$ cat src/hdl/dct_pkg.sv
// Shared types, codes and the index decode function for the dual compare timer.
`default_nettype none

package dct_pkg;

  localparam int WORD_WIDTH       = 32;
  localparam int INDEX_WIDTH      = 3;
  localparam int CHAN_WIDTH       = 3;
  localparam int NUM_CHANNELS_DEF = 2;
  localparam int DATA_WIDTH_DEF   = 32;

  // Control word bit positions.
  localparam int TRIG_POS  = 0;
  localparam int IRQEN_POS = 1;
  localparam int AR_POS    = 2;
  localparam int EN_POS    = 3;

  typedef enum logic [1:0] {
    FUNC_TICK  = 2'd0,
    FUNC_READ  = 2'd1,
    FUNC_WRITE = 2'd2
  } func_t;

  typedef enum logic [1:0] {
    KIND_CTL = 2'd0,
    KIND_CMP = 2'd1,
    KIND_CNT = 2'd2
  } kind_t;

  typedef struct packed {
    func_t                  func;
    logic [INDEX_WIDTH-1:0] reg_index;
    logic [WORD_WIDTH-1:0]  write_data;
  } in_item_t;

  typedef struct packed {
    logic [WORD_WIDTH-1:0] read_data;
    logic                  irq_zero;
    logic                  irq_one;
    logic                  bad_access;
  } out_item_t;

  typedef struct packed {
    logic [CHAN_WIDTH-1:0] chan;
    kind_t                 kind;
  } reg_sel_t;

  // Per-channel command for one processing step.
  typedef struct packed {
    logic tick;
    logic wr_ctl;
    logic wr_cmp;
    logic wr_cnt;
  } chan_cmd_t;

  // Splits a word register index into channel and register kind (three per channel).
  function automatic reg_sel_t decode_index(input logic [INDEX_WIDTH-1:0] idx);
    reg_sel_t sel;
    unique case (idx)
      3'd0: sel = '{chan: 3'd0, kind: KIND_CTL};
      3'd1: sel = '{chan: 3'd0, kind: KIND_CMP};
      3'd2: sel = '{chan: 3'd0, kind: KIND_CNT};
      3'd3: sel = '{chan: 3'd1, kind: KIND_CTL};
      3'd4: sel = '{chan: 3'd1, kind: KIND_CMP};
      3'd5: sel = '{chan: 3'd1, kind: KIND_CNT};
      3'd6: sel = '{chan: 3'd2, kind: KIND_CTL};
      default: sel = '{chan: 3'd2, kind: KIND_CMP};
    endcase
    return sel;
  endfunction

endpackage

`default_nettype wire

$ cat src/hdl/dct_channel.sv
// One timer channel: control, compare and counter words plus the down-counter.
`default_nettype none

module dct_channel #(
  parameter int DATA_WIDTH = dct_pkg::DATA_WIDTH_DEF
) (
  input  wire                   clk,
  input  wire                   rst_n,
  input  dct_pkg::chan_cmd_t    cmd,
  input  wire  [DATA_WIDTH-1:0] wr_data,
  output logic [DATA_WIDTH-1:0] ctl_word,
  output logic [DATA_WIDTH-1:0] cmp_word,
  output logic [DATA_WIDTH-1:0] cnt_word,
  output logic                  irq_nxt
);

  logic [DATA_WIDTH-1:0] ctl_r, ctl_nxt;
  logic [DATA_WIDTH-1:0] cmp_r, cmp_nxt;
  logic [DATA_WIDTH-1:0] cnt_r, cnt_nxt;
  logic [DATA_WIDTH-1:0] dcount_r, dcount_nxt;
  logic                  run_r, run_nxt;

  always_comb begin
    ctl_nxt    = ctl_r;
    cmp_nxt    = cmp_r;
    cnt_nxt    = cnt_r;
    dcount_nxt = dcount_r;
    run_nxt    = run_r;
    if (cmd.tick) begin
      if (run_r) begin
        if (dcount_r > DATA_WIDTH'(1)) begin
          dcount_nxt = dcount_r - DATA_WIDTH'(1);
        end else begin
          // Hit: latch the trigger, then reload or stop.
          ctl_nxt[dct_pkg::TRIG_POS] = 1'b1;
          if (ctl_r[dct_pkg::AR_POS]) begin
            dcount_nxt = cmp_r;
          end else begin
            dcount_nxt = '0;
            run_nxt    = 1'b0;
          end
        end
      end
    end else if (cmd.wr_ctl) begin
      ctl_nxt                    = wr_data;
      ctl_nxt[dct_pkg::TRIG_POS] = 1'b0;
      run_nxt                    = wr_data[dct_pkg::EN_POS];
    end else if (cmd.wr_cmp) begin
      cmp_nxt    = wr_data;
      dcount_nxt = wr_data;
    end else if (cmd.wr_cnt) begin
      cnt_nxt = wr_data;
    end
  end

  always_ff @(posedge clk) begin
    if (!rst_n) begin
      ctl_r    <= '0;
      cmp_r    <= '0;
      cnt_r    <= '0;
      dcount_r <= '0;
      run_r    <= 1'b0;
    end else begin
      ctl_r    <= ctl_nxt;
      cmp_r    <= cmp_nxt;
      cnt_r    <= cnt_nxt;
      dcount_r <= dcount_nxt;
      run_r    <= run_nxt;
    end
  end

  assign ctl_word = ctl_r;
  assign cmp_word = cmp_r;
  assign cnt_word = cnt_r;
  assign irq_nxt  = ctl_nxt[dct_pkg::TRIG_POS] & ctl_nxt[dct_pkg::IRQEN_POS];

endmodule

`default_nettype wire

$ cat src/hdl/dual_compare_timer.sv
// Top level of the dual compare timer: input register, channels and result register.
`default_nettype none

// Usage: every item on the input channel (in_valid, in_stall, in_data) is a tick,
// a register read or a register write to one of the word registers; each item
// produces exactly one result item on the output channel (out_valid, out_stall,
// out_data) that carries the read data, both interrupt levels and the error flag.
// Interrupt levels and read data reflect the register state after the item.
// An accepted item waits in the input register, is processed on the way into the
// result register, and its result is offered from there. Throughput is one item
// per cycle while the receiver does not stall; the single decrement-and-compare
// step per channel sets that figure.
// When the receiver stalls, the result register holds its item and the input
// register fills; in_stall rises only when both are occupied, so one new item is
// still taken while a finished result waits. Register state only changes when an
// item moves into the result register, so stalls never skip or repeat ticks.
// Synchronous reset clears all channel registers, stops both down-counters and
// empties both pipeline registers; the block accepts items on the first cycle
// after reset is released. Accesses to indexes with no register read zero, change
// nothing and flag bad_access.
module dual_compare_timer #(
  parameter int NUM_CHANNELS = dct_pkg::NUM_CHANNELS_DEF,
  parameter int DATA_WIDTH   = dct_pkg::DATA_WIDTH_DEF
) (
  input  wire                 clk,
  input  wire                 rst_n,
  input  wire                 in_valid,
  output logic                in_stall,
  input  dct_pkg::in_item_t   in_data,
  output logic                out_valid,
  input  wire                 out_stall,
  output dct_pkg::out_item_t  out_data
);

  localparam int WW = dct_pkg::WORD_WIDTH;

  // Input register stage.
  logic               s1_valid_r, s1_valid_nxt;
  dct_pkg::in_item_t  s1_item_r;
  // Result register stage.
  logic               out_valid_r, out_valid_nxt;
  dct_pkg::out_item_t out_item_r, out_item_nxt;

  logic               advance;
  logic               load_s1;
  logic               step;
  dct_pkg::reg_sel_t  sel;
  logic               is_access;
  logic               bad;

  logic [NUM_CHANNELS-1:0]  chan_irq;
  logic [DATA_WIDTH-1:0]    ctl_words [NUM_CHANNELS];
  logic [DATA_WIDTH-1:0]    cmp_words [NUM_CHANNELS];
  logic [DATA_WIDTH-1:0]    cnt_words [NUM_CHANNELS];
  dct_pkg::chan_cmd_t       chan_cmds [NUM_CHANNELS];
  logic [WW-1:0]            rd_data;
  logic                     irq_one_nxt;

  // The result register moves when it is empty or being taken; the input
  // register takes a new item whenever it is empty or passing its item on.
  assign advance  = !out_valid_r || !out_stall;
  assign load_s1  = !s1_valid_r || advance;
  assign in_stall = !load_s1;
  assign step     = s1_valid_r && advance;

  assign sel       = dct_pkg::decode_index(s1_item_r.reg_index);
  assign is_access = (s1_item_r.func == dct_pkg::FUNC_READ) ||
                     (s1_item_r.func == dct_pkg::FUNC_WRITE);
  assign bad       = is_access && (32'(sel.chan) >= NUM_CHANNELS);

  always_comb begin
    for (int c = 0; c < NUM_CHANNELS; c++) begin
      chan_cmds[c].tick   = step && (s1_item_r.func == dct_pkg::FUNC_TICK);
      chan_cmds[c].wr_ctl = step && (s1_item_r.func == dct_pkg::FUNC_WRITE) &&
                            (sel.chan == 3'(c)) && (sel.kind == dct_pkg::KIND_CTL);
      chan_cmds[c].wr_cmp = step && (s1_item_r.func == dct_pkg::FUNC_WRITE) &&
                            (sel.chan == 3'(c)) && (sel.kind == dct_pkg::KIND_CMP);
      chan_cmds[c].wr_cnt = step && (s1_item_r.func == dct_pkg::FUNC_WRITE) &&
                            (sel.chan == 3'(c)) && (sel.kind == dct_pkg::KIND_CNT);
    end
  end

  for (genvar g = 0; g < NUM_CHANNELS; g++) begin : g_chan
    dct_channel #(
      .DATA_WIDTH (DATA_WIDTH)
    ) u_chan (
      .clk      (clk),
      .rst_n    (rst_n),
      .cmd      (chan_cmds[g]),
      .wr_data  (s1_item_r.write_data[DATA_WIDTH-1:0]),
      .ctl_word (ctl_words[g]),
      .cmp_word (cmp_words[g]),
      .cnt_word (cnt_words[g]),
      .irq_nxt  (chan_irq[g])
    );
  end

  // Read mux: OR of the one selected word, zero for anything but a valid read.
  always_comb begin
    rd_data = '0;
    for (int c = 0; c < NUM_CHANNELS; c++) begin
      if ((s1_item_r.func == dct_pkg::FUNC_READ) && (sel.chan == 3'(c))) begin
        unique case (sel.kind)
          dct_pkg::KIND_CTL: rd_data = rd_data | WW'(ctl_words[c]);
          dct_pkg::KIND_CMP: rd_data = rd_data | WW'(cmp_words[c]);
          dct_pkg::KIND_CNT: rd_data = rd_data | WW'(cnt_words[c]);
          default:           rd_data = rd_data;
        endcase
      end
    end
  end

  if (NUM_CHANNELS > 1) begin : g_irq_one
    assign irq_one_nxt = chan_irq[1];
  end else begin : g_no_irq_one
    assign irq_one_nxt = 1'b0;
  end

  always_comb begin
    out_item_nxt.read_data  = rd_data;
    out_item_nxt.irq_zero   = chan_irq[0];
    out_item_nxt.irq_one    = irq_one_nxt;
    out_item_nxt.bad_access = bad;
  end

  assign s1_valid_nxt  = load_s1 ? in_valid : s1_valid_r;
  assign out_valid_nxt = advance ? s1_valid_r : out_valid_r;

  always_ff @(posedge clk) begin
    if (!rst_n) begin
      s1_valid_r  <= 1'b0;
      out_valid_r <= 1'b0;
    end else begin
      s1_valid_r  <= s1_valid_nxt;
      out_valid_r <= out_valid_nxt;
    end
  end

  always_ff @(posedge clk) begin
    if (load_s1 && in_valid) begin
      s1_item_r <= in_data;
    end
    if (step) begin
      out_item_r <= out_item_nxt;
    end
  end

  assign out_valid = out_valid_r;
  assign out_data  = out_item_r;

  // The input side only stalls when both pipeline registers are full and held.
  a_stall_full: assert property (@(posedge clk) disable iff (!rst_n)
    in_stall |-> (s1_valid_r && out_valid_r && out_stall))
    else $error("in_stall raised with a free pipeline register");

  // An accepted item always lands in the input register.
  a_accept_lands: assert property (@(posedge clk) disable iff (!rst_n)
    (in_valid && !in_stall) |=> s1_valid_r)
    else $error("accepted item lost before the input register");

  // An access to an unmapped index reads zero.
  a_bad_reads_zero: assert property (@(posedge clk) disable iff (!rst_n)
    (out_valid && out_data.bad_access) |-> (out_data.read_data == '0))
    else $error("bad access returned nonzero read data");

  // Read data never carries bits beyond the channel word width.
  a_rd_width: assert property (@(posedge clk) disable iff (!rst_n)
    out_valid |-> ((out_data.read_data >> DATA_WIDTH) == '0))
    else $error("read data wider than the channel words");

endmodule

`default_nettype wire

$ cat config.mk
export PLATFORM = sky130hd
export DESIGN_NAME = dual_compare_timer
export DESIGN_NICKNAME = d
export VERILOG_FILES = /design/src/hdl/dct_pkg.sv /design/src/hdl/dct_channel.sv /design/src/hdl/dual_compare_timer.sv
export SDC_FILE = /design/constraint.sdc
export NUM_CORES = 1
export LEC_CHECK = 0
export BUFFER_PORTS_ARGS = -buffer_cell sky130_fd_sc_hd__buf_2
export CORE_ASPECT_RATIO = 0.9
export CORE_MARGIN = 3
export CORE_UTILIZATION = 55
export CTS_CLUSTER_SIZE = 30
export DETAILED_ROUTE_END_ITERATION = 8
export HOLD_SLACK_MARGIN = 0.02
export PLACE_DENSITY = 0.7
export SLEW_MARGIN = 20
export SYNTH_ARGS = -nofsm -noshare
export SYNTH_HDL_FRONTEND = slang
export SYNTH_SLANG_ARGS = --single-unit
$ cat constraint.sdc
create_clock -name clk -period 3.8 [get_ports clk]
set_clock_uncertainty 0.2 [all_clocks]
set_input_delay 0.57 -clock clk [delete_from_list [all_inputs] [get_ports clk]]
set_output_delay 0.57 -clock clk [all_outputs]
set_load 0.01 [all_outputs]
# ---- After elaboration in Yosys (flattened, before gate mapping)
# Cells that the tools add are included.
dict set report classes {
  reduce_logical 38
  addsub 2
  muxes 37
  n_lt_le_gt_ge 3
  eq_ne 15
  bitwise_logic 10
}
# op count
set op_table {}
lappend op_table {{2-to-1 mux 32 bit} 14}
lappend op_table {{case mux 32 bit (3 select lines)} 2}
lappend op_table {{bitwise OR 32 bit} 3}
lappend op_table {{> comparator 32 x 1 -> 1 bit, second input constant} 2}
lappend op_table {{subtractor 32 x 1 -> 32 bit, second input constant} 2}
lappend op_table {{case mux 4 bit (7 select lines)} 1}
lappend op_table {{2-to-1 mux 1 bit} 18}
lappend op_table {{logical AND 1 bit} 15}
lappend op_table {{AND reduction 3 bit} 4}
lappend op_table {{equality test 3 bit, second input constant} 3}
lappend op_table {{AND reduction 4 bit} 2}
lappend op_table {{nonzero test 2 bit} 4}
lappend op_table {{equality test 3 x 1 -> 1 bit, second input constant} 2}
lappend op_table {{equality test 3 x 2 -> 1 bit, second input constant} 2}
lappend op_table {{logical NOT 3 bit} 2}
lappend op_table {{!= test 2 x 1 -> 1 bit, second input constant} 3}
lappend op_table {{NOT 1 bit} 5}
lappend op_table {{equality test 2 x 1 -> 1 bit, second input constant} 2}
lappend op_table {{equality test 2 bit, second input constant} 2}
lappend op_table {{logical NOT 1 bit} 4}
lappend op_table {{logical NOT 2 bit} 2}
lappend op_table {{2-to-1 mux 2 bit} 2}
lappend op_table {{AND reduction 2 bit} 2}
lappend op_table {{greater-or-equal comparator 3 x 2 -> 1 bit, second input constant} 1}
lappend op_table {{3 further kinds} 6}
dict set report totals {
  input_bits 41
  reg_bits 332
  out_inout_bits 37
  word_cells 126
}

# ---- Depth between registers and ports, before layout
dict set report logic_depth {
  word_depth 9
  depth_mapped 13
  depth_no_buf 11
}

# ---- Hierarchy
# Synthesis repeated with hierarchy kept, for this count alone.
dict set report hier_totals {
  hier_cells 1805
  hier_area_um2 15557.4
}
# module n_inst seq_area_each_um2 cells_each area_each_um2
set by_module_without_submodules {}
lappend by_module_without_submodules {{dct_channel at g_chan[0].u_chan} 1 2582.5 765 5804.3}
lappend by_module_without_submodules {{dct_channel at g_chan[1].u_chan} 1 2582.5 765 5786.8}
lappend by_module_without_submodules {dual_compare_timer 1 2202.1 275 3966.3}

# ---- Worst setup path before layout
# Ideal clock, no wire load.
dict set report synth_path {
  path_type {input-to-reg}
  startpoint {in out_stall}
  endpoint {reg s1_item_r[0] in the netlist's numbering (enable)}
  arrival_ns 2.477
  path_stages 2
  path_slack_ns 0.687
  required_ns 3.165
  n_path_buf 0
  cell_sequence {and3_1 nor2b_1}
}
dict set report synth_via {
  elab_chain_len 4
}
# element line_no
set synth_lines {}
lappend synth_lines {{start, declared} dual_compare_timer.sv:31} ;# input wire out_stall,
lappend synth_lines {{logical NOT 1 bit} dual_compare_timer.sv:61} ;# assign advance = !out_valid_r || !out_stall;
lappend synth_lines {{logical OR 1 bit} dual_compare_timer.sv:61}
lappend synth_lines {{logical OR 1 bit} dual_compare_timer.sv:62} ;# assign load_s1 = !s1_valid_r || advance;
lappend synth_lines {{logical AND 1 bit} dual_compare_timer.sv:140} ;# if (load_s1 && in_valid) begin
lappend synth_lines {{end signal, assigned} dual_compare_timer.sv:141} ;# s1_item_r <= in_data;
lappend synth_lines {{end, declared} dual_compare_timer.sv:39} ;# dct_pkg::in_item_t s1_item_r;
# Every way passes these cells.
# A chain may end at the register's enable or synchronous reset.

# ---- Worst setup path after layout
dict set report layout_path {
  startpoint {reg s1_item_r[33] in the netlist's numbering}
  endpoint {reg g_chan[1].u_chan.dcount_r[5]}
}
dict set report layout_via {
  elab_chain_len 7
}
# element line_no
set layout_lines {}
lappend layout_lines {{equality test 3 bit, or another cell as far along} dct_pkg.sv:59} ;# unique case (idx)
lappend layout_lines {{case mux 4 bit (7 select lines) (*)} dct_pkg.sv:59}
lappend layout_lines {{equality test 3 x 1 -> 1 bit} {dual_compare_timer.sv:75, dual_compare_timer.sv:77}}
lappend layout_lines {{logical AND 1 bit} {dual_compare_timer.sv:74, dual_compare_timer.sv:76}}
lappend layout_lines {{logical AND 1 bit, on equally long branches} {dual_compare_timer.sv:75, dual_compare_timer.sv:77}}
lappend layout_lines {{!= test 2 x 1 -> 1 bit (no line) / nonzero test 2 bit (equally long branches)} -}
lappend layout_lines {{AND reduction 3 bit (no line) (*)} -}
lappend layout_lines {{end signal, assigned} dct_channel.sv:67} ;# dcount_r <= dcount_nxt;
lappend layout_lines {{end, declared} dct_channel.sv:20} ;# logic [DATA_WIDTH-1:0] dcount_r, dcount_nxt;
# Every way passes the cells marked *; elsewhere a longest branch is shown, timed or not.

==> summary.md <==
| Metric | Value |
|---|---|
| Number of global-route vias before repair | around 13,000 |
| CP Capture Type | flop |
| Clock Path Buffers | 3 |
| Layout area overhead | 14.7% |
| Number of flops mapped to enable cells by yosys | 72 |
| Seq cells post-synth | 332 |
| Post-Route Setup TNS | 0 ns |
| Dpl hpwl | 31,800 um |
| Net count, final | 1,905 |
| Internal power | 5.95 mW |
| R2r worst-path depth | 11 |
| Reg2Reg Setup Slack | 0.40 ns |
| Fillers | 2,279 |
| CP endpoint | g_chan[1].u_chan.dcount_r[5] |
| Most common cell after layout, fill and taps aside | nand2_1 |
| Final slew viol count | 0 |
| MaxCap Viol Count | 0 |
| Flop pwr share | 47.4% |
| Die extent in x | 180 um |
| Final hold vios | 0 |
| Initial antenna violation count | 0 |
| Port Buf Inserts | 77 |
| H-tree Lvls | 2 |
| Post-layout min period | 3.40 ns |
| P per Cell Area | 456 nW/um^2 |
| Req. time, crit path | 3.99 ns |
| Peak Freq | 0.294 GHz |
| Critical path type | reg2reg |
| Global-route wire length before repair | 75,100 um |
| Worst Hold Class | in2reg |
| Crit path arrival time | 3.59 ns |
| Detailed-route wire length per cell | 21.9 um |
| CP Cell Sequence | nand2b_1 > o21a_1 > inv_1 > ha_2 > buf_4 > nor4bb_2 > o21ai_0 > a21boi_4 > buf_12 > nor2_1 > a2111oi_0 |
| Post-CTS Setup Inserts | 0 |
| Syn_area_per_cell | 8.32 sq um |
| Aggregate global-route resource usage | 32.1% |
| Final setup viols | 0 |
| Starting Density | 56.9% |
| Tcrit/Tclk final | 89.5% |
| Top delay family on crit path | compound AO/OA/AOI/OAI gates |
| DR pass1 iterations | 9 |
| Reg2reg start | s1_item_r[33] |
| Root Driver | clkbuf_16 |
| Netlist cell types | 70 |
| Net Switching | 1.93 mW |
| Clock share of power | 45.0% |
| Detailed-route via count | 14,300 |
| Clock transition at path regs | 0.06 ns |
| Worst path max stage delay | 0.45 ns |
| Post-route ant nets | 0 |
| Syn_nets | 1,864 |
| WP depth | 11 |
| CTS tree | yes |
| Synth Cell Area | 15,100 sq um |
| Layout cells sized above 1 | 11.2% |
| Chip height | ~160 um |
| Antenna cell count | 0 |
| Placer congestion estimate | 0.911 |
| Commonest cells after routing, fill and taps aside | nand2_1 (483), dfxtp_1 (260), a21oi_1 (228) |
| Total core area | 26,500 sq um |
| FF/Latch Area | 7370 sq um |
| Reg-to-Reg End | g_chan[1].u_chan.dcount_r[5] |
| CP Launch Point | s1_item_r[33] |
| Leak | 6.00 nW |
| Switching Share | 24.5% |
| Yosys warning count | 0 |
| GRT overflow | 0 |
| Sink Count | 332 |
| Multi-input gate area in the final layout | 7100 sq um |
| Worst-Margin Slew | 1.17 ns |
| Synth Instances | between 1,500 and 2,000 |
| Vias per cell | between 6 and 7 |
| Power share of the combinational group | between 7 and 8% |
| Largest net degree at the start of global routing | 138 |
| Startpoint types | flop |
| DR DRC count | 0 |
| I/O pins | just under 80 |
| Slew HR | 21.9% |
| Clk Latency, worst-skew pair | 0.52 ns |
| Synth Flop Type | dfxtp_1 |
| CP Buf/Inv Count | 3 |
| Peak supply drop | 0.375 mV |
| Outcome | complete, no violations |
| Detailed Route WL | 48,700 um |
| Die area | about 29,000 sq um |
| Async SR Flop Fraction | 0% |
| Placed insts | 2,138 |
| Worst-path maximum fanout | 57 |
| RSZ-0062 raised after global routing | false |
| Post-route insts no fill | 2,229 |
| Critical path's slowest cell | edfxtp_1 |
| Register area share after synthesis | 48.9% |
| Num CTS Buffers | 36 |
| Initial DRC count | ~2,300 |
| Rows | 56 |
## Yosys cell counts (3+ instances only)
master	n	area, sq um
a211oi_1	6	45.0
and3_1	13	81.3
or3_1	9	56.3
clkbuf_1	128	480
xor2_1	31	272
nor2b_1	6	37.5
nor3_1	34	170
nor4b_1	4	35.0
dfxtp_1	260	5200
o21ai_0	52	260
a222oi_1	32	320
a22oi_1	36	270
o221ai_1	6	52.6
nor4_4	3	63.8
a2111oi_0	22	193
nand4_1	12	75.1
nand3_1	23	115
buf_4	5	37.5
a311oi_1	24	210
inv_1	9	33.8
buf_2	10	50.1
o22ai_1	32	200
edfxtp_1	72	2160
nand2b_1	4	25.0
nor4_2	5	62.6
ha_1	11	138
a32oi_1	3	26.3
nor4_1	12	75.1
a31oi_1	29	181
xnor2_1	9	78.8
or4_1	4	30.0
o31ai_1	4	30.0
nand2_1	483	1810
o41ai_1	3	26.3
nor2_1	108	405
o211ai_1	23	173
buf_1	11	41.3
a21boi_0	3	22.5
and2_1	4	25.0
a21oi_1	228	1140
## how the worst min path moves through the flow
stage,start,endpoint,slack (ns),cells past startpoint
finish,in_data[0],s1_item_r[0],0.03,1
global route,in_data[0],s1_item_r[0],0.02,1
CTS,in_data[3],s1_item_r[3],0.02,1
detailed placement,g_chan[1].u_chan.ctl_word[27],g_chan[1].u_chan.ctl_word[27],0.24,2
global placement,g_chan[1].u_chan.ctl_word[10],g_chan[1].u_chan.ctl_word[10],0.24,2
floorplan,g_chan[1].u_chan.ctl_word[10],g_chan[1].u_chan.ctl_word[10],0.23,2
## registers in the layout, summed over array words and instances, names as in the netlist
signal	flops
out_data	35
s1_valid_r	1
out_valid	1
g_chan.u_chan.cnt_word	64
s1_item_r	37
g_chan.u_chan.ctl_word	64
g_chan.u_chan.run_r	2
g_chan.u_chan.dcount_r	64
g_chan.u_chan.cmp_word	64
## logic make-up after synthesis
family / share of synthesized area (%)
adder cells (fa/ha/maj): 0.913
buffers and inverters: 4.37
multiplexers: 0.0664
AND/OR/NAND/NOR: 21.5
XOR/XNOR: 2.32
AO/OA/AOI/OAI: 21.9
flip-flops: 48.9
## routing by layer
metal	global-route usage (%)	routed length (um)
met5	0	0
met2	47.8	21100
met3	6.88	5640
met4	10.4	1420
met1	46.8	20600
## power by group through the flow
| stage | Combinational (mW) | Clock (mW) | Sequential [mW] |
|---|---|---|---|
| after floorplan | 0.340 | 0 | 3.78 |
| after detailed placement | 0.561 | 0 | 3.81 |
| final | 0.600 | 3.54 | 3.74 |
| after global routing | 0.645 | 3.71 | 3.74 |
| after CTS | 0.584 | 3.57 | 3.73 |
| after global placement | 0.559 | 0 | 3.81 |
## final cells by class
type,instances,share of cell area [%]
flip-flops and latches,332,42.6
multi-input cells,1315,41.1
repair buffers,158,6.69
clock buffers,52,5.99
well taps,348,2.52
clock inverters,14,0.861
inverters,10,0.246
## per-stage QoR
stage	hold slack, ns	area, sq um	utilization (%)	worst slack (ns)	power, mW
final	0.0254	17300	65.3	0.400	7.88
after global routing	0.0244	17300	65.3	0.0218	8.09
after CTS	0.0209	17300	65.2	0.351	7.89
after detailed placement	0.244	15800	59.8	0.373	4.37
after global placement	0.238	15800	59.8	0.580	4.37
after floorplan	0.233	15100	-	0.687	4.12
## what timing repair did
item                                   4_1_cts  5_1_grt
resized for setup                            0        1
endpoints found under the hold margin       25        0
hold buffers                                25        0
setup endpoints to repair                    0        4
Note: power is estimated with default switching activity, not from simulation.
